==> src/rtl/bmm_pkg.sv <==
`timescale 1ns / 1ps
// ----------------------------------------------------------------------------
// bmm_pkg
// Shared types, constants and elaboration-time trigonometry for the button
// mouse motion generator.
// ----------------------------------------------------------------------------
package bmm_pkg;

    localparam int TIME_W      = 32;
    localparam int DBNC_W      = 16;
    localparam int LEVEL_W     = 4;
    localparam int STEP_W      = 4;
    localparam int DELTA_W     = 5;
    localparam int MAX_LEVELS  = 8;
    localparam int MULT_W      = 19;
    localparam int CFG_IDX_W   = 2;
    localparam int CFG_DATA_W  = 16;
    localparam int IN_TDATA_W  = 40;
    localparam int OUT_TDATA_W = 16;
    localparam int NUM_ARROWS  = 4;

    localparam int ARROW_UP    = 0;
    localparam int ARROW_DOWN  = 1;
    localparam int ARROW_LEFT  = 2;
    localparam int ARROW_RIGHT = 3;

    localparam int DEF_CIRCLE_RADIUS   = 5;
    localparam int DEF_PHASE_FRAC_BITS = 12;

    localparam logic [DBNC_W-1:0]  RST_ARROW_DBNC   = 16'd50;
    localparam logic [DBNC_W-1:0]  RST_MODE_DBNC    = 16'd200;
    localparam logic [DBNC_W-1:0]  RST_SPEED_STEP   = 16'd500;
    localparam logic [LEVEL_W-1:0] RST_SPEED_LEVELS = 4'd4;

    localparam int THETA_W      = 34;
    localparam int ANGLE_W      = 31;
    localparam int Q30_SHIFT    = 30;
    localparam int QUAD_LIMIT   = 4;
    localparam int SERIES_TERMS = 10;

    localparam longint unsigned ONE_Q30     = 64'd1 << Q30_SHIFT;
    localparam longint unsigned HALF_PI_Q30 = 64'd1686629713;

    localparam longint unsigned COS_DIV [SERIES_TERMS] =
        '{64'd2, 64'd12, 64'd30, 64'd56, 64'd90, 64'd132, 64'd182, 64'd240, 64'd306, 64'd380};
    localparam longint unsigned SIN_DIV [SERIES_TERMS] =
        '{64'd6, 64'd20, 64'd42, 64'd72, 64'd110, 64'd156, 64'd210, 64'd272, 64'd342, 64'd420};

    typedef enum logic [CFG_IDX_W-1:0] {
        CFG_ARROW_DEBOUNCE,
        CFG_MODE_DEBOUNCE,
        CFG_SPEED_STEP,
        CFG_SPEED_LEVELS
    } t_cfg_reg;

    typedef enum logic [1:0] {
        QUAD_0,
        QUAD_1,
        QUAD_2,
        QUAD_3
    } t_quadrant;

    typedef struct packed {
        logic [DBNC_W-1:0]  debounce;
        logic [DBNC_W-1:0]  step_ms;
        logic [LEVEL_W-1:0] levels;
    } t_arrow_cfg;

    typedef struct packed {
        logic              pressed;
        logic [STEP_W-1:0] step;
    } t_lane_out;

    // Taylor series of cos (even) or sin (odd) in Q30 for 0 <= r < pi/2.
    function automatic longint signed bmm_series(longint unsigned r, bit odd);
        longint unsigned t;
        longint signed   sum;
        bit              neg;
        t   = odd ? r : ONE_Q30;
        sum = 0;
        neg = 1'b0;
        for (int i = 0; i < SERIES_TERMS; i++) begin
            sum = neg ? sum - signed'(t) : sum + signed'(t);
            t   = (t * r) >> Q30_SHIFT;
            t   = (t * r) >> Q30_SHIFT;
            t   = odd ? t / SIN_DIV[i] : t / COS_DIV[i];
            neg = !neg;
        end
        return sum;
    endfunction

    // Number of breakpoints passed by a Q30 value at the given radius.
    function automatic int bmm_scale(longint signed v, int radius);
        longint unsigned m;
        longint unsigned k;
        m = (v < 0) ? unsigned'(-v) : unsigned'(v);
        if (m > ONE_Q30) begin
            m = ONE_Q30;
        end
        k = (64'(radius) * m) >> Q30_SHIFT;
        if (k > 64'(radius)) begin
            k = 64'(radius);
        end
        return int'(k);
    endfunction

    // Largest reduced angle whose cosine still reaches breakpoint k.
    function automatic longint unsigned bmm_cos_thresh(int radius, int k);
        longint unsigned lo;
        longint unsigned hi;
        longint unsigned mid;
        lo = 0;
        hi = HALF_PI_Q30 - 1;
        while (lo < hi) begin
            mid = (lo + hi + 1) >> 1;
            if (bmm_scale(bmm_series(mid, 1'b0), radius) >= k) begin
                lo = mid;
            end else begin
                hi = mid - 1;
            end
        end
        return lo;
    endfunction

    // Smallest reduced angle whose sine reaches breakpoint k.
    function automatic longint unsigned bmm_sin_thresh(int radius, int k);
        longint unsigned lo;
        longint unsigned hi;
        longint unsigned mid;
        lo = 0;
        hi = HALF_PI_Q30;
        while (lo < hi) begin
            mid = (lo + hi) >> 1;
            if (bmm_scale(bmm_series(mid, 1'b1), radius) >= k) begin
                hi = mid;
            end else begin
                lo = mid + 1;
            end
        end
        return lo;
    endfunction

endpackage

==> src/rtl/bmm_arrow_lane.sv <==
`timescale 1ns / 1ps
// ----------------------------------------------------------------------------
// bmm_arrow_lane
// One arrow button: debouncer, press time stamp and accelerated step size.
// ----------------------------------------------------------------------------
module bmm_arrow_lane
    import bmm_pkg::*;
(
    input  logic              i_clk,
    input  logic              i_rst_n,
    input  logic              i_en,
    input  logic [TIME_W-1:0] i_now,
    input  logic              i_raw,
    input  t_arrow_cfg        i_cfg,
    output t_lane_out         o_lane
);

    logic              r_last;
    logic              r_pressed;
    logic [TIME_W-1:0] r_chg;
    logic [TIME_W-1:0] r_start;
    logic              n_pressed;
    logic [TIME_W-1:0] n_chg;
    logic [TIME_W-1:0] n_start;
    logic              w_accept;
    logic [TIME_W-1:0] w_hold;
    logic [STEP_W-1:0] w_speed;

    always_comb begin
        n_chg     = (i_raw != r_last) ? i_now : r_chg;
        w_accept  = (i_raw == r_last) && ((i_now - r_chg) > TIME_W'(i_cfg.debounce));
        n_pressed = w_accept ? i_raw : r_pressed;
        n_start   = r_start;
        if (w_accept && !i_raw) begin
            n_start = '0;
        end else if (w_accept && i_raw && !r_pressed) begin
            n_start = i_now;
        end
        w_hold  = i_now - n_start;
        w_speed = '0;
        for (int k = 1; k < MAX_LEVELS; k++) begin
            if ((LEVEL_W'(k) < i_cfg.levels) &&
                (w_hold >= TIME_W'(MULT_W'(i_cfg.step_ms) * MULT_W'(k)))) begin
                w_speed = w_speed + STEP_W'(1);
            end
        end
        o_lane.pressed = n_pressed;
        o_lane.step    = w_speed + STEP_W'(1);
    end

    always_ff @(posedge i_clk) begin
        if (!i_rst_n) begin
            r_last    <= 1'b0;
            r_pressed <= 1'b0;
            r_chg     <= '0;
            r_start   <= '0;
        end else if (i_en) begin
            r_last    <= i_raw;
            r_pressed <= n_pressed;
            r_chg     <= n_chg;
            r_start   <= n_start;
        end
    end

endmodule

==> src/rtl/bmm_circle.sv <==
`timescale 1ns / 1ps
// ----------------------------------------------------------------------------
// bmm_circle
// Circle generator: phase accumulator, quadrant reduction and breakpoint
// compares that give the truncated radius times cosine and sine.
// ----------------------------------------------------------------------------
module bmm_circle
    import bmm_pkg::*;
#(
    parameter int CIRCLE_RADIUS   = DEF_CIRCLE_RADIUS,
    parameter int PHASE_FRAC_BITS = DEF_PHASE_FRAC_BITS
) (
    input  logic                      i_clk,
    input  logic                      i_rst_n,
    input  logic                      i_adv,
    output logic signed [DELTA_W-1:0] o_dx,
    output logic signed [DELTA_W-1:0] o_dy
);

    localparam int              SHIFT      = Q30_SHIFT - PHASE_FRAC_BITS;
    localparam longint unsigned PHASE_WRAP =
        ((64'd6283185307 << PHASE_FRAC_BITS) + 64'd500000000) / 64'd1000000000;
    localparam longint unsigned PHASE_STEP = ((64'd1 << PHASE_FRAC_BITS) + 64'd5) / 64'd10;
    localparam int              PW         = $clog2(PHASE_WRAP);

    logic [PW-1:0]        r_phase;
    logic [PW:0]          w_sum;
    logic [PW-1:0]        w_adv_phase;
    logic [THETA_W-1:0]   w_theta;
    logic [THETA_W-1:0]   w_base;
    logic [1:0]           w_q;
    logic [ANGLE_W-1:0]   w_r;
    logic [CIRCLE_RADIUS-1:0] w_cos_hit;
    logic [CIRCLE_RADIUS-1:0] w_sin_hit;
    logic [STEP_W-1:0]    w_c_cnt;
    logic [STEP_W-1:0]    w_s_cnt;
    logic signed [DELTA_W-1:0] w_c_pos;
    logic signed [DELTA_W-1:0] w_s_pos;

    always_comb begin
        w_sum = {1'b0, r_phase} + (PW + 1)'(PHASE_STEP);
        if (w_sum >= (PW + 1)'(PHASE_WRAP)) begin
            w_adv_phase = PW'(w_sum - (PW + 1)'(PHASE_WRAP));
        end else begin
            w_adv_phase = w_sum[PW-1:0];
        end
        w_theta = THETA_W'(w_adv_phase) << SHIFT;
        w_q     = '0;
        w_base  = '0;
        for (int m = 1; m < QUAD_LIMIT; m++) begin
            if (w_theta >= THETA_W'(HALF_PI_Q30 * 64'(m))) begin
                w_q    = 2'(m);
                w_base = THETA_W'(HALF_PI_Q30 * 64'(m));
            end
        end
        w_r = ANGLE_W'(w_theta - w_base);
    end

    for (genvar k = 0; k < CIRCLE_RADIUS; k++) begin : g_brk
        localparam logic [ANGLE_W-1:0] COS_TH = ANGLE_W'(bmm_cos_thresh(CIRCLE_RADIUS, k + 1));
        localparam logic [ANGLE_W-1:0] SIN_TH = ANGLE_W'(bmm_sin_thresh(CIRCLE_RADIUS, k + 1));
        assign w_cos_hit[k] = (w_r <= COS_TH);
        assign w_sin_hit[k] = (w_r >= SIN_TH);
    end

    always_comb begin
        w_c_cnt = '0;
        w_s_cnt = '0;
        for (int k = 0; k < CIRCLE_RADIUS; k++) begin
            w_c_cnt = w_c_cnt + STEP_W'(w_cos_hit[k]);
            w_s_cnt = w_s_cnt + STEP_W'(w_sin_hit[k]);
        end
        w_c_pos = $signed({1'b0, w_c_cnt});
        w_s_pos = $signed({1'b0, w_s_cnt});
        case (t_quadrant'(w_q))
            QUAD_0: begin
                o_dx = w_c_pos;
                o_dy = w_s_pos;
            end
            QUAD_1: begin
                o_dx = -w_s_pos;
                o_dy = w_c_pos;
            end
            QUAD_2: begin
                o_dx = -w_c_pos;
                o_dy = -w_s_pos;
            end
            QUAD_3: begin
                o_dx = w_s_pos;
                o_dy = -w_c_pos;
            end
            default: begin
                o_dx = '0;
                o_dy = '0;
            end
        endcase
    end

    always_ff @(posedge i_clk) begin
        if (!i_rst_n) begin
            r_phase <= '0;
        end else if (i_adv) begin
            r_phase <= w_adv_phase;
        end
    end

endmodule

==> src/rtl/bmm_out_skid.sv <==
`timescale 1ns / 1ps
// ----------------------------------------------------------------------------
// bmm_out_skid
// Two-entry output buffer: a result register and a skid register, so the
// input side stays ready while one result waits to be taken.
// ----------------------------------------------------------------------------
module bmm_out_skid
    import bmm_pkg::*;
#(
    parameter int WIDTH = OUT_TDATA_W
) (
    input  logic             i_clk,
    input  logic             i_rst_n,
    input  logic             i_valid,
    output logic             o_ready,
    input  logic [WIDTH-1:0] i_data,
    output logic             o_valid,
    input  logic             i_ready,
    output logic [WIDTH-1:0] o_data
);

    logic             r_main_valid;
    logic             r_skid_valid;
    logic [WIDTH-1:0] r_main;
    logic [WIDTH-1:0] r_skid;
    logic             n_main_valid;
    logic             n_skid_valid;
    logic [WIDTH-1:0] n_main;
    logic [WIDTH-1:0] n_skid;

    always_comb begin
        n_main_valid = r_main_valid;
        n_skid_valid = r_skid_valid;
        n_main       = r_main;
        n_skid       = r_skid;
        if (r_skid_valid) begin
            if (i_ready) begin
                n_main       = r_skid;
                n_skid_valid = 1'b0;
            end
        end else if (i_valid) begin
            if (!r_main_valid || i_ready) begin
                n_main       = i_data;
                n_main_valid = 1'b1;
            end else begin
                n_skid       = i_data;
                n_skid_valid = 1'b1;
            end
        end else if (i_ready) begin
            n_main_valid = 1'b0;
        end
    end

    always_ff @(posedge i_clk) begin
        if (!i_rst_n) begin
            r_main_valid <= 1'b0;
            r_skid_valid <= 1'b0;
        end else begin
            r_main_valid <= n_main_valid;
            r_skid_valid <= n_skid_valid;
        end
        r_main <= n_main;
        r_skid <= n_skid;
    end

    assign o_ready = !r_skid_valid;
    assign o_valid = r_main_valid;
    assign o_data  = r_main;

endmodule

==> src/rtl/button_mouse_motion_generator_top.sv <==
`timescale 1ns / 1ps
// ----------------------------------------------------------------------------
// button_mouse_motion_generator_top
// Debounced five-button mouse: mode toggle, accelerated arrow steps in four
// parallel lanes and a circle generator in remote mode.
// ----------------------------------------------------------------------------
// Channel   Direction  Width  Handshake
// s (poll)  in         40     i_s_tvalid / o_s_tready
// m (move)  out        16     o_m_tvalid / i_m_tready
// cfg       in         2+16   i_cfg_valid / o_cfg_ready
//
// One poll word is accepted per cycle while o_s_tready is high; the mode
// debouncer and the arrow lanes (local) or the circle unit (remote) update
// their state in the accepting cycle; results are registered in the buffer.
// A two-entry output buffer keeps o_s_tready high while one result waits.
// Polls with host_ready low are accepted and give no word.
// Reset is synchronous; the configuration port is always ready.
// ----------------------------------------------------------------------------
module button_mouse_motion_generator_top
    import bmm_pkg::*;
#(
    parameter int CIRCLE_RADIUS   = DEF_CIRCLE_RADIUS,
    parameter int PHASE_FRAC_BITS = DEF_PHASE_FRAC_BITS
) (
    input  logic                   i_clk,
    input  logic                   i_rst_n,
    input  logic                   i_s_tvalid,
    output logic                   o_s_tready,
    // now_ms[31:0], host_ready[32], mode_pin[33], up_pin[34], down_pin[35],
    // left_pin[36], right_pin[37], zero[39:38]
    input  logic [IN_TDATA_W-1:0]  i_s_tdata,
    output logic                   o_m_tvalid,
    input  logic                   i_m_tready,
    // delta_x[4:0], delta_y[9:5], remote_mode[10], zero[15:11]
    output logic [OUT_TDATA_W-1:0] o_m_tdata,
    input  logic                   i_cfg_valid,
    output logic                   o_cfg_ready,
    input  logic [CFG_IDX_W-1:0]   i_cfg_index,
    input  logic [CFG_DATA_W-1:0]  i_cfg_data
);

    logic [DBNC_W-1:0]  r_arrow_dbnc;
    logic [DBNC_W-1:0]  r_mode_dbnc;
    logic [DBNC_W-1:0]  r_speed_step;
    logic [LEVEL_W-1:0] r_speed_levels;

    logic              r_mode_last;
    logic              r_mode_pressed;
    logic [TIME_W-1:0] r_mode_chg;
    logic              r_mode_flag;
    logic              n_mode_pressed;
    logic [TIME_W-1:0] n_mode_chg;
    logic              n_mode_flag;
    logic              w_mode_accept;

    logic [TIME_W-1:0]     w_now;
    logic                  w_mode_raw;
    logic [NUM_ARROWS-1:0] w_arrow_raw;
    logic                  w_poll;
    logic [LEVEL_W-1:0]    w_levels;
    t_arrow_cfg            w_arrow_cfg;
    t_lane_out             w_lane [NUM_ARROWS];

    logic signed [DELTA_W-1:0] w_arrow_dx;
    logic signed [DELTA_W-1:0] w_arrow_dy;
    logic signed [DELTA_W-1:0] w_circ_dx;
    logic signed [DELTA_W-1:0] w_circ_dy;
    logic signed [DELTA_W-1:0] w_dx;
    logic signed [DELTA_W-1:0] w_dy;
    logic [OUT_TDATA_W-1:0]    w_out_word;

    assign o_cfg_ready = 1'b1;

    always_ff @(posedge i_clk) begin
        if (!i_rst_n) begin
            r_arrow_dbnc   <= RST_ARROW_DBNC;
            r_mode_dbnc    <= RST_MODE_DBNC;
            r_speed_step   <= RST_SPEED_STEP;
            r_speed_levels <= RST_SPEED_LEVELS;
        end else if (i_cfg_valid && o_cfg_ready) begin
            case (t_cfg_reg'(i_cfg_index))
                CFG_ARROW_DEBOUNCE: r_arrow_dbnc   <= i_cfg_data;
                CFG_MODE_DEBOUNCE:  r_mode_dbnc    <= i_cfg_data;
                CFG_SPEED_STEP:     r_speed_step   <= i_cfg_data;
                CFG_SPEED_LEVELS:   r_speed_levels <= i_cfg_data[LEVEL_W-1:0];
                default:            r_speed_levels <= r_speed_levels;
            endcase
        end
    end

    assign w_now          = i_s_tdata[TIME_W-1:0];
    assign w_poll         = i_s_tvalid && o_s_tready && i_s_tdata[TIME_W];
    assign w_mode_raw     = !i_s_tdata[TIME_W+1];
    assign w_arrow_raw    = ~i_s_tdata[TIME_W+2 +: NUM_ARROWS];

    always_comb begin
        n_mode_chg     = (w_mode_raw != r_mode_last) ? w_now : r_mode_chg;
        w_mode_accept  = (w_mode_raw == r_mode_last) &&
                         ((w_now - r_mode_chg) > TIME_W'(r_mode_dbnc));
        n_mode_pressed = w_mode_accept ? w_mode_raw : r_mode_pressed;
        n_mode_flag    = r_mode_flag ^ (w_mode_accept && w_mode_raw && !r_mode_pressed);
    end

    always_ff @(posedge i_clk) begin
        if (!i_rst_n) begin
            r_mode_last    <= 1'b0;
            r_mode_pressed <= 1'b0;
            r_mode_chg     <= '0;
            r_mode_flag    <= 1'b0;
        end else if (w_poll) begin
            r_mode_last    <= w_mode_raw;
            r_mode_pressed <= n_mode_pressed;
            r_mode_chg     <= n_mode_chg;
            r_mode_flag    <= n_mode_flag;
        end
    end

    always_comb begin
        if (r_speed_levels == '0) begin
            w_levels = LEVEL_W'(1);
        end else if (r_speed_levels > LEVEL_W'(MAX_LEVELS)) begin
            w_levels = LEVEL_W'(MAX_LEVELS);
        end else begin
            w_levels = r_speed_levels;
        end
        w_arrow_cfg.debounce = r_arrow_dbnc;
        w_arrow_cfg.step_ms  = r_speed_step;
        w_arrow_cfg.levels   = w_levels;
    end

    for (genvar i = 0; i < NUM_ARROWS; i++) begin : g_lane
        bmm_arrow_lane u_lane (
            .i_clk   (i_clk),
            .i_rst_n (i_rst_n),
            .i_en    (w_poll && !n_mode_flag),
            .i_now   (w_now),
            .i_raw   (w_arrow_raw[i]),
            .i_cfg   (w_arrow_cfg),
            .o_lane  (w_lane[i])
        );
    end

    bmm_circle #(
        .CIRCLE_RADIUS   (CIRCLE_RADIUS),
        .PHASE_FRAC_BITS (PHASE_FRAC_BITS)
    ) u_circle (
        .i_clk   (i_clk),
        .i_rst_n (i_rst_n),
        .i_adv   (w_poll && n_mode_flag),
        .o_dx    (w_circ_dx),
        .o_dy    (w_circ_dy)
    );

    // Down overrides up and right overrides left.
    always_comb begin
        w_arrow_dy = '0;
        w_arrow_dx = '0;
        if (w_lane[ARROW_DOWN].pressed) begin
            w_arrow_dy = $signed({1'b0, w_lane[ARROW_DOWN].step});
        end else if (w_lane[ARROW_UP].pressed) begin
            w_arrow_dy = -$signed({1'b0, w_lane[ARROW_UP].step});
        end
        if (w_lane[ARROW_RIGHT].pressed) begin
            w_arrow_dx = $signed({1'b0, w_lane[ARROW_RIGHT].step});
        end else if (w_lane[ARROW_LEFT].pressed) begin
            w_arrow_dx = -$signed({1'b0, w_lane[ARROW_LEFT].step});
        end
        w_dx       = n_mode_flag ? w_circ_dx : w_arrow_dx;
        w_dy       = n_mode_flag ? w_circ_dy : w_arrow_dy;
        w_out_word = {5'b0, n_mode_flag, w_dy, w_dx};
    end

    bmm_out_skid #(
        .WIDTH (OUT_TDATA_W)
    ) u_out (
        .i_clk   (i_clk),
        .i_rst_n (i_rst_n),
        .i_valid (w_poll),
        .o_ready (o_s_tready),
        .i_data  (w_out_word),
        .o_valid (o_m_tvalid),
        .i_ready (i_m_tready),
        .o_data  (o_m_tdata)
    );

endmodule

==> config.mk <==
export PLATFORM = sky130hd
export DESIGN_NAME = button_mouse_motion_generator_top
export DESIGN_NICKNAME = d
export VERILOG_FILES = /design/src/rtl/bmm_pkg.sv /design/src/rtl/bmm_arrow_lane.sv /design/src/rtl/bmm_circle.sv /design/src/rtl/bmm_out_skid.sv /design/src/rtl/button_mouse_motion_generator_top.sv
export SDC_FILE = /design/constraint.sdc
export NUM_CORES = 2
export LEC_CHECK = 0
export ABC_AREA = 1
export BUFFER_PORTS_ARGS = -buffer_cell sky130_fd_sc_hd__buf_2
export CAP_MARGIN = 20
export CORE_MARGIN = 1.5
export CORE_UTILIZATION = 30
export DETAILED_ROUTE_END_ITERATION = 8
export GPL_TIMING_DRIVEN = 0
export HOLD_SLACK_MARGIN = 0.12
export SYNTH_ARGS = -nofsm -noshare
export SYNTH_HDL_FRONTEND = slang
export SYNTH_SLANG_ARGS = --single-unit
==> constraint.sdc <==
create_clock -name i_clk -period 12.1 [get_ports i_clk]
set_clock_uncertainty 0.1 [all_clocks]
set_input_delay 0.605 -clock i_clk [delete_from_list [all_inputs] [get_ports i_clk]]
set_output_delay 0.605 -clock i_clk [all_outputs]
set_load 0.005 [all_outputs]
# Yosys cells after proc, flatten, opt, wreduce, memory -nomap -nowiden
# Cells that the tools add are included.
[totals] register_bits=395 input_bits=63 word_cells=314
[classes] add_sub_neg=52 multipliers=4 magnitude_cmp=55 eq_ne=18 muxes=68 bitwise_logic=4 reduce_logical=84
[op_table] operator="$ge A32 B19 Y1" count=12
[op_table] operator="$sub A32 B32 Y32" count=9
[op_table] operator="$ge A32 B18 Y1" count=8
[op_table] operator="$mux W32" count=8
[op_table] operator="$gt A32 B16 Y1" count=5
[op_table] operator="$ge A32 B16 Y1" count=4
[op_table] operator="$ge A32 B17 Y1" count=4
[op_table] operator="$mux W4" count=26
[op_table] operator="$add A4 B1 Y4 const B" count=24
[op_table] operator="$mux W31" count=3
[op_table] operator="$mux W16" count=4
[op_table] operator="$ge A31 B30 Y1 const B" count=2
[op_table] operator="$le A31 B30 Y1 const B" count=2
[op_table] operator="$le A31 B31 Y1 const B" count=2
[op_table] operator="$logic_and A1 B1 Y1" count=51
[op_table] operator="$pmux W5 S4" count=2
[op_table] operator="$mul A16 B3 Y19 const B" count=2
[op_table] operator="$mul A16 B2 Y18 const B" count=2
[op_table] operator="$ge A33 B31 Y1 const B" count=1
[op_table] operator="$ge A33 B32 Y1 const B" count=1
[op_table] operator="$ge A33 B33 Y1 const B" count=1
[op_table] operator="$ge A31 B28 Y1 const B" count=1
[op_table] operator="$ge A31 B29 Y1 const B" count=1
[op_table] operator="$ge A31 B31 Y1 const B" count=1
[op_table] operator="other kinds (33)" count=109

# Logic depth before layout (Yosys ltp)
[depth] word_depth=31 depth_mapped=76 mapped_depth_nobuf=75

# Cells and area by module
# From an unflattened synthesis, not the netlist that was laid out.
[unflattened] hier_cells=9727 area_unflattened_um2=62751.4
[modules_own_cells] mod="bmm_arrow_lane at g_lane[1].u_lane ..." instances=2 cells_per_inst=1967 area_each_um2=12794.8
[modules_own_cells] mod="bmm_arrow_lane at g_lane[2].u_lane" instances=1 cells_per_inst=1975 area_each_um2=12906.1
[modules_own_cells] mod="bmm_arrow_lane at g_lane[0].u_lane" instances=1 cells_per_inst=1992 area_each_um2=12872.3
[modules_own_cells] mod="button_mouse_motion_generator_top" instances=1 cells_per_inst=1098 area_each_um2=6518.8
[modules_own_cells] mod="bmm_circle" instances=1 cells_per_inst=625 area_each_um2=3542.1
[modules_own_cells] mod="bmm_out_skid" instances=1 cells_per_inst=103 area_each_um2=1322.5

# Worst setup path after synthesis
# OpenSTA, ideal clock, no wires.
[synth_path] path_type="input to register" from="input i_s_tdata[0]" to="register u_out.r_main[7], in the netlist u_out.o_data[7], data pin" setup_ns=0.273 arrival_time_ns=10.213 required_ns=11.727 setup_slack_ns=1.514 path_stages=67 n_path_buf=1 path_cell_list="inv_1 -> ha_1 -> inv_1 -> fa_1 -> nand2_1 -> nand2_1 -> nand3b_1 -> nand2_1 -> nand3_1 -> nand2_1 -> xor2_1 -> ha_1 -> nand2_1 -> nor3_1 -> nand3_1 -> nand2_1 -> nand2_1 -> nor2_1 -> [31 not listed] -> ha_1 -> nand2_1 -> nand2_1 -> ha_1 -> nand2_1 -> nand2_1 -> ha_1 -> nand2_1 -> nand2_1 -> ha_1 -> nand2_1 -> nand2_1 -> ha_1 -> xor2_1 -> nand2_1 -> o21ai_0 -> nand2_1 -> a31oi_1"
[synth_via] elab_chain_cells=31 word_cells_on_any_way=89 classes_between="add/sub (20); order compare (17); mux (26); bitwise (1); reduce/logical (25)"
[synth_rtl] element="from (decl)" line_no="button_mouse_motion_generator_top.sv:31" rtl="input logic [IN_TDATA_W-1:0] i_s_tdata,"
[synth_rtl] element="$sub A32 B32 Y32" line_no="bmm_arrow_lane.sv:31" rtl="w_accept = (i_raw == r_last) && ((i_now - r_chg) > TIME_W'(i_cfg.debounce));"
[synth_rtl] element="$gt A32 B16 Y1" line_no="bmm_arrow_lane.sv:31"
[synth_rtl] element="$logic_and A1 B1 Y1" line_no="bmm_arrow_lane.sv:31"
[synth_rtl] element="$logic_and A1 B1 Y1 (2 in series)" line_no="bmm_arrow_lane.sv:36" rtl="end else if (w_accept && i_raw && !r_pressed) begin"
[synth_rtl] element="$mux W32" line_no="bmm_arrow_lane.sv:36"
[synth_rtl] element="$mux W32" line_no="bmm_arrow_lane.sv:34" rtl="if (w_accept && !i_raw) begin"
[synth_rtl] element="$sub A32 B32 Y32" line_no="bmm_arrow_lane.sv:39" rtl="w_hold = i_now - n_start;"
[synth_rtl] element="$ge A32 B16 Y1" line_no="bmm_arrow_lane.sv:43" rtl="(w_hold >= TIME_W'(MULT_W'(i_cfg.step_ms) * MULT_W'(k)))) begin"
[synth_rtl] element="[15 not listed]"
[synth_rtl] element="$neg A4 Y5" line_no="button_mouse_motion_generator_top.sv:161" rtl="w_arrow_dy = -$signed({1'b0, w_lane[ARROW_UP].step});"
[synth_rtl] element="$mux W5" line_no="button_mouse_motion_generator_top.sv:160" rtl="end else if (w_lane[ARROW_UP].pressed) begin"
[synth_rtl] element="$mux W5" line_no="button_mouse_motion_generator_top.sv:158" rtl="if (w_lane[ARROW_DOWN].pressed) begin"
[synth_rtl] element="$mux W5 *" line_no="button_mouse_motion_generator_top.sv:169" rtl="w_dy = n_mode_flag ? w_circ_dy : w_arrow_dy;"
[synth_rtl] element="$mux W16 *" line_no="bmm_out_skid.sv:42" rtl="if (!r_main_valid || i_ready) begin"
[synth_rtl] element="$mux W16 *" line_no="bmm_out_skid.sv:41" rtl="end else if (i_valid) begin"
[synth_rtl] element="$mux W16 *" line_no="bmm_out_skid.sv:36" rtl="if (r_skid_valid) begin"
[synth_rtl] element="net u_out.n_main[7]" line_no="bmm_out_skid.sv:28" rtl="logic [WIDTH-1:0] n_main;"
[synth_rtl] element="to (signal assigned)" line_no="bmm_out_skid.sv:62" rtl="r_main <= n_main;"
[synth_rtl] element="to (decl)" line_no="bmm_out_skid.sv:24" rtl="logic [WIDTH-1:0] r_main;"
# Mark *: on every way through the listed nets, which the timed path passes. The rest lies on a longest branch. The select of a mux whose other input is x is not followed.
# A chain may end at the register's enable or synchronous reset.

# Worst setup path in the final report
[layout_path] from="input i_s_tdata[2]" to="register u_out.r_main[3], in the netlist u_out.o_data[3], data pin"
[layout_via] elab_chain_cells=31 word_cells_on_any_way=89 classes_between="add/sub (20); order compare (17); mux (26); bitwise (1); reduce/logical (25)"
[layout_rtl] element="$sub A32 B32 Y32" line_no="bmm_arrow_lane.sv:31"
[layout_rtl] element="$gt A32 B16 Y1" line_no="bmm_arrow_lane.sv:31"
[layout_rtl] element="$logic_and A1 B1 Y1" line_no="bmm_arrow_lane.sv:31"
[layout_rtl] element="$logic_and A1 B1 Y1 (2 in series)" line_no="bmm_arrow_lane.sv:36"
[layout_rtl] element="$mux W32" line_no="bmm_arrow_lane.sv:36"
[layout_rtl] element="$mux W32" line_no="bmm_arrow_lane.sv:34"
[layout_rtl] element="$sub A32 B32 Y32" line_no="bmm_arrow_lane.sv:39"
[layout_rtl] element="$ge A32 B16 Y1" line_no="bmm_arrow_lane.sv:43"
[layout_rtl] element="[16 not listed]"
[layout_rtl] element="$mux W5" line_no="button_mouse_motion_generator_top.sv:165" rtl="end else if (w_lane[ARROW_LEFT].pressed) begin"
[layout_rtl] element="$mux W5" line_no="button_mouse_motion_generator_top.sv:163" rtl="if (w_lane[ARROW_RIGHT].pressed) begin"
[layout_rtl] element="$mux W5 *" line_no="button_mouse_motion_generator_top.sv:168" rtl="w_dx = n_mode_flag ? w_circ_dx : w_arrow_dx;"
[layout_rtl] element="net u_out.i_data[3]" line_no="bmm_out_skid.sv:16" rtl="input logic [WIDTH-1:0] i_data,"
[layout_rtl] element="$mux W16 *" line_no="bmm_out_skid.sv:42"
[layout_rtl] element="$mux W16 *" line_no="bmm_out_skid.sv:41"
[layout_rtl] element="$mux W16 *" line_no="bmm_out_skid.sv:36"
[layout_rtl] element="net u_out.n_main[3]" line_no="bmm_out_skid.sv:28"
# Marks and branches as above.

==> flow_summary.json <==
{
  "cts_tree": "done",
  "cp.arrival_ps": 11780,
  "power_density_nw_per_um2": 126,
  "wirelength_mm": 211,
  "clockBufferDepth": 3,
  "synth_flop_cell": "dfxtp_1",
  "die_width_um": 417,
  "cts.clk_slew.worst_paths_ps": 60,
  "synth_area_um2": 51400,
  "areaGrowthSynthToFinish_pct": 13.0,
  "critical_path_class": "in -> reg",
  "grt_pass1_wl_mm": 312,
  "core.rowCount": 151,
  "rr_startpoint": "g_lane[2].u_lane.r_chg[2]",
  "fp.coreArea_um2": 170000,
  "hold_start": "i_m_tready",
  "vias_per_cell": 5.37,
  "hold_class": "in -> reg",
  "endpoint_kind": "flop",
  "reg2reg_depth": 71,
  "grt_pass1_vias": 51800,
  "dp_hpwl_mm": 165,
  "drt-pass1-iter-count": 9,
  "crit_path_top_delay_cell": "buf_4",
  "setup_violations": 0,
  "reg2reg_setup_slack_ps": 670,
  "drive_gt1_share_pct": 6.42,
  "hold_ws_ps": 165,
  "grt_max_degree": 22,
  "gp_congestion": 0.982,
  "vias": 55900,
  "reg2reg_to": "u_out.o_data[3]",
  "clock-sinks": 389,
  "slowest_delay_ps": 410,
  "fmax_mhz": 87.1,
  "synth-warning-count": 0,
  "drc": 0,
  "place_area_um2": 54900,
  "syn-instance-count": 7941,
  "grt_usage_pct": 23.3,
  "cp-start-kind": "primary input",
  "post-place-ws_ps": -2770,
  "io_pins": 82,
  "syn_avg_cell_area_um2": 6.48,
  "synth_enable_flop_cells": 22,
  "power.static_leakage_nw": 28.4,
  "fin_ws_ps": 621,
  "die_area_um2": 174000,
  "synth-seq-cells": 389,
  "hold_viol_final": 0,
  "synthDistinctLibCells": 70,
  "ys_seq_area_share_pct": 15.6,
  "holdPathEnd": "u_out.r_skid_valid",
  "status": "finished, final reports clean",
  "layout.nets": 9176,
  "drv_cap": 0,
  "ant_nets": 0,
  "grt_antenna_before_repair": 11,
  "cts_root_buf": "clkbuf_16",
  "clk_latency_ps": 670,
  "grt-ovfl-total": 0,
  "htree_levels": 2,
  "drtIter0Drc": 4624,
  "fin_util_pct": 34.2,
  "min_period_ps": 11480,
  "async_reset_ff_share_pct": 0,
  "final_area_um2": 58100,
  "wl_per_cell_um": 20.2,
  "cts_buffers": 48,
  "ir_worst_vdd_mv": 0.128,
  "whs_path_depth": 4,
  "tightest_slew_ps": 1250,
  "path_common_cell": "nand2_1",
  "worstPathMaxFanout": 15,
  "maxSlewHeadroom_pct": 15.7,
  "worst_ep_required_time_ps": 12400,
  "initial_utilization_pct": 30.3,
  "timing.setup.tns_ps": 0,
  "io_buffers": 71,
  "dieHeight_um": 417,
  "layout_worst_path_cycle_share_pct": 94.9,
  "drv_slew": 0
}
==> metrics by stage <==
| stage | total power [mW] | cells |
|---|---|---|
| 3_3_place_gp | 5.31 | 10200 |
| 5_1_grt | 7.90 | 10400 |
| 6_report | 7.32 | 10400 |
| 4_1_cts | 7.13 | 10400 |
| 3_5_place_dp | 5.46 | 10300 |
| 2_1_floorplan | 4.25 | 7945 |
==> what timing repair did <==
action | in CTS | in global routing
buffers inserted | 13 | 34
pin swaps | 6 | 25
hold buffers | 1 | 0
setup endpoints to repair | 19 | 16
hold endpoints to repair | 1 | 0
resized for setup | 71 | 206
gates cloned | 0 | 0
==> kinds of logic after synthesis <==
logic type,after synthesis,synth area share [%]
compound gates,1849,20.3
xor+xnor,271,4.78
fa+ha+maj,967,24.0
buf+inv,1295,9.61
flops,389,15.6
other cells,2,0.0146
simple gates,3168,25.7
==> critical path, delay by kind of cell <==
kind	cells	cell delay, ps
simple gates	42	4730
buf+inv	9	1350
fa+ha+maj	10	3070
xor+xnor	2	350
compound gates	8	1600
==> synth_stat cells, drive strengths merged (7+ instances only) <==
cell	n	area, um2
o21ai	527	2670
clkbuf	100	375
nor2	638	2430
buf	60	308
ha	936	11700
or2	12	75.1
fa	31	621
edfxtp	22	661
nand3	392	1990
a31oi	131	826
inv	1129	4240
a21oi	880	4420
xor2	207	1900
nand3b	26	195
o2111ai	9	78.8
nand2	1811	6840
o21bai	56	420
a211oi	23	173
a21boi	12	90.1
xnor2	64	561
nor4	31	194
a221oi	7	61.3
a21o	38	285
o31ai	8	60.1
nand4	127	795
o211ai	30	225
o211a	59	591
o221ai	7	61.3
dfxtp	367	7350
o311ai	7	61.3
o21a	23	173
nor3	111	566
==> power by group <==
group | total, mW | internal (mW) | switching (mW)
clock network | 1.62 | 0.942 | 0.677
logic | 4.28 | 1.50 | 2.78
registers | 1.43 | 1.38 | 0.0446
total | 7.32 | 3.82 | 3.50
==> cell type report <==
cell class,instances,area (um2)
flip-flops and latches,389,8010
inverters,1135,4270
multi-input cells,6261,39500
clock inverters,22,367
diodes,5,12.5
clock buffers,63,1320
repair buffers,151,1090
well taps,2218,2780
plain buffers,160,749
fillers,18300,112000
==> how the worst max path moves through the flow <==
stage,from,end,slack (ps),cells after the start
3_5_place_dp,i_s_tdata[1],u_out.o_data[3],-2770,65
5_1_grt,i_s_tdata[0],u_out.o_data[7],-30,71
3_3_place_gp,i_s_tdata[1],u_out.o_data[8],-2730,70
2_1_floorplan,i_s_tdata[0],u_out.o_data[7],1510,67
6_report,i_s_tdata[2],u_out.o_data[3],620,71
4_1_cts,i_s_tdata[1],u_out.o_data[3],-20,68
==> per-layer routing <==
metal  global-route usage [%]  wire (um)  vias to the layer above
li1                         -          -                    27200
met1                     31.0      92500                    26000
met2                     37.1      90900                     2135
met3                     3.05      15900                      510
met4                     10.8      11300                        2
met5                        0         13                        -
==> flip-flops by register name (all words and copies together) (netlist names) <==
| register | count |
|---|---|
| u_out.r_skid_valid | 1 |
| u_circle.r_phase | 14 |
| u_out.o_valid | 1 |
| r_mode_last | 1 |
| r_speed_step | 16 |
| g_lane.u_lane.r_last | 4 |
| r_mode_flag | 1 |
| r_mode_chg | 32 |
| g_lane.u_lane.r_start | 128 |
| r_speed_levels | 4 |
| g_lane.u_lane.r_chg | 128 |
| u_out.r_skid | 11 |
| r_arrow_dbnc | 16 |
| g_lane.u_lane.r_pressed | 4 |
| u_out.o_data | 11 |
| r_mode_pressed | 1 |
| r_mode_dbnc | 16 |
==> layout by cell type, fill, tap and decap left out, drive strengths merged, types with 38 or more instances in the layout <==
| cell type | count |
|---|---|
| a21o | 38 |
| a21oi | 880 |
| a31oi | 131 |
| buf | 208 |
| clkbuf | 165 |
| dfxtp | 367 |
| ha | 936 |
| inv | 1130 |
| nand2 | 1811 |
| nand3 | 392 |
| nand4 | 127 |
| nor2 | 638 |
| nor3 | 111 |
| o211a | 59 |
| o21ai | 527 |
| o21bai | 56 |
| xnor2 | 64 |
| xor2 | 207 |
(Power assumes the default switching activity.)
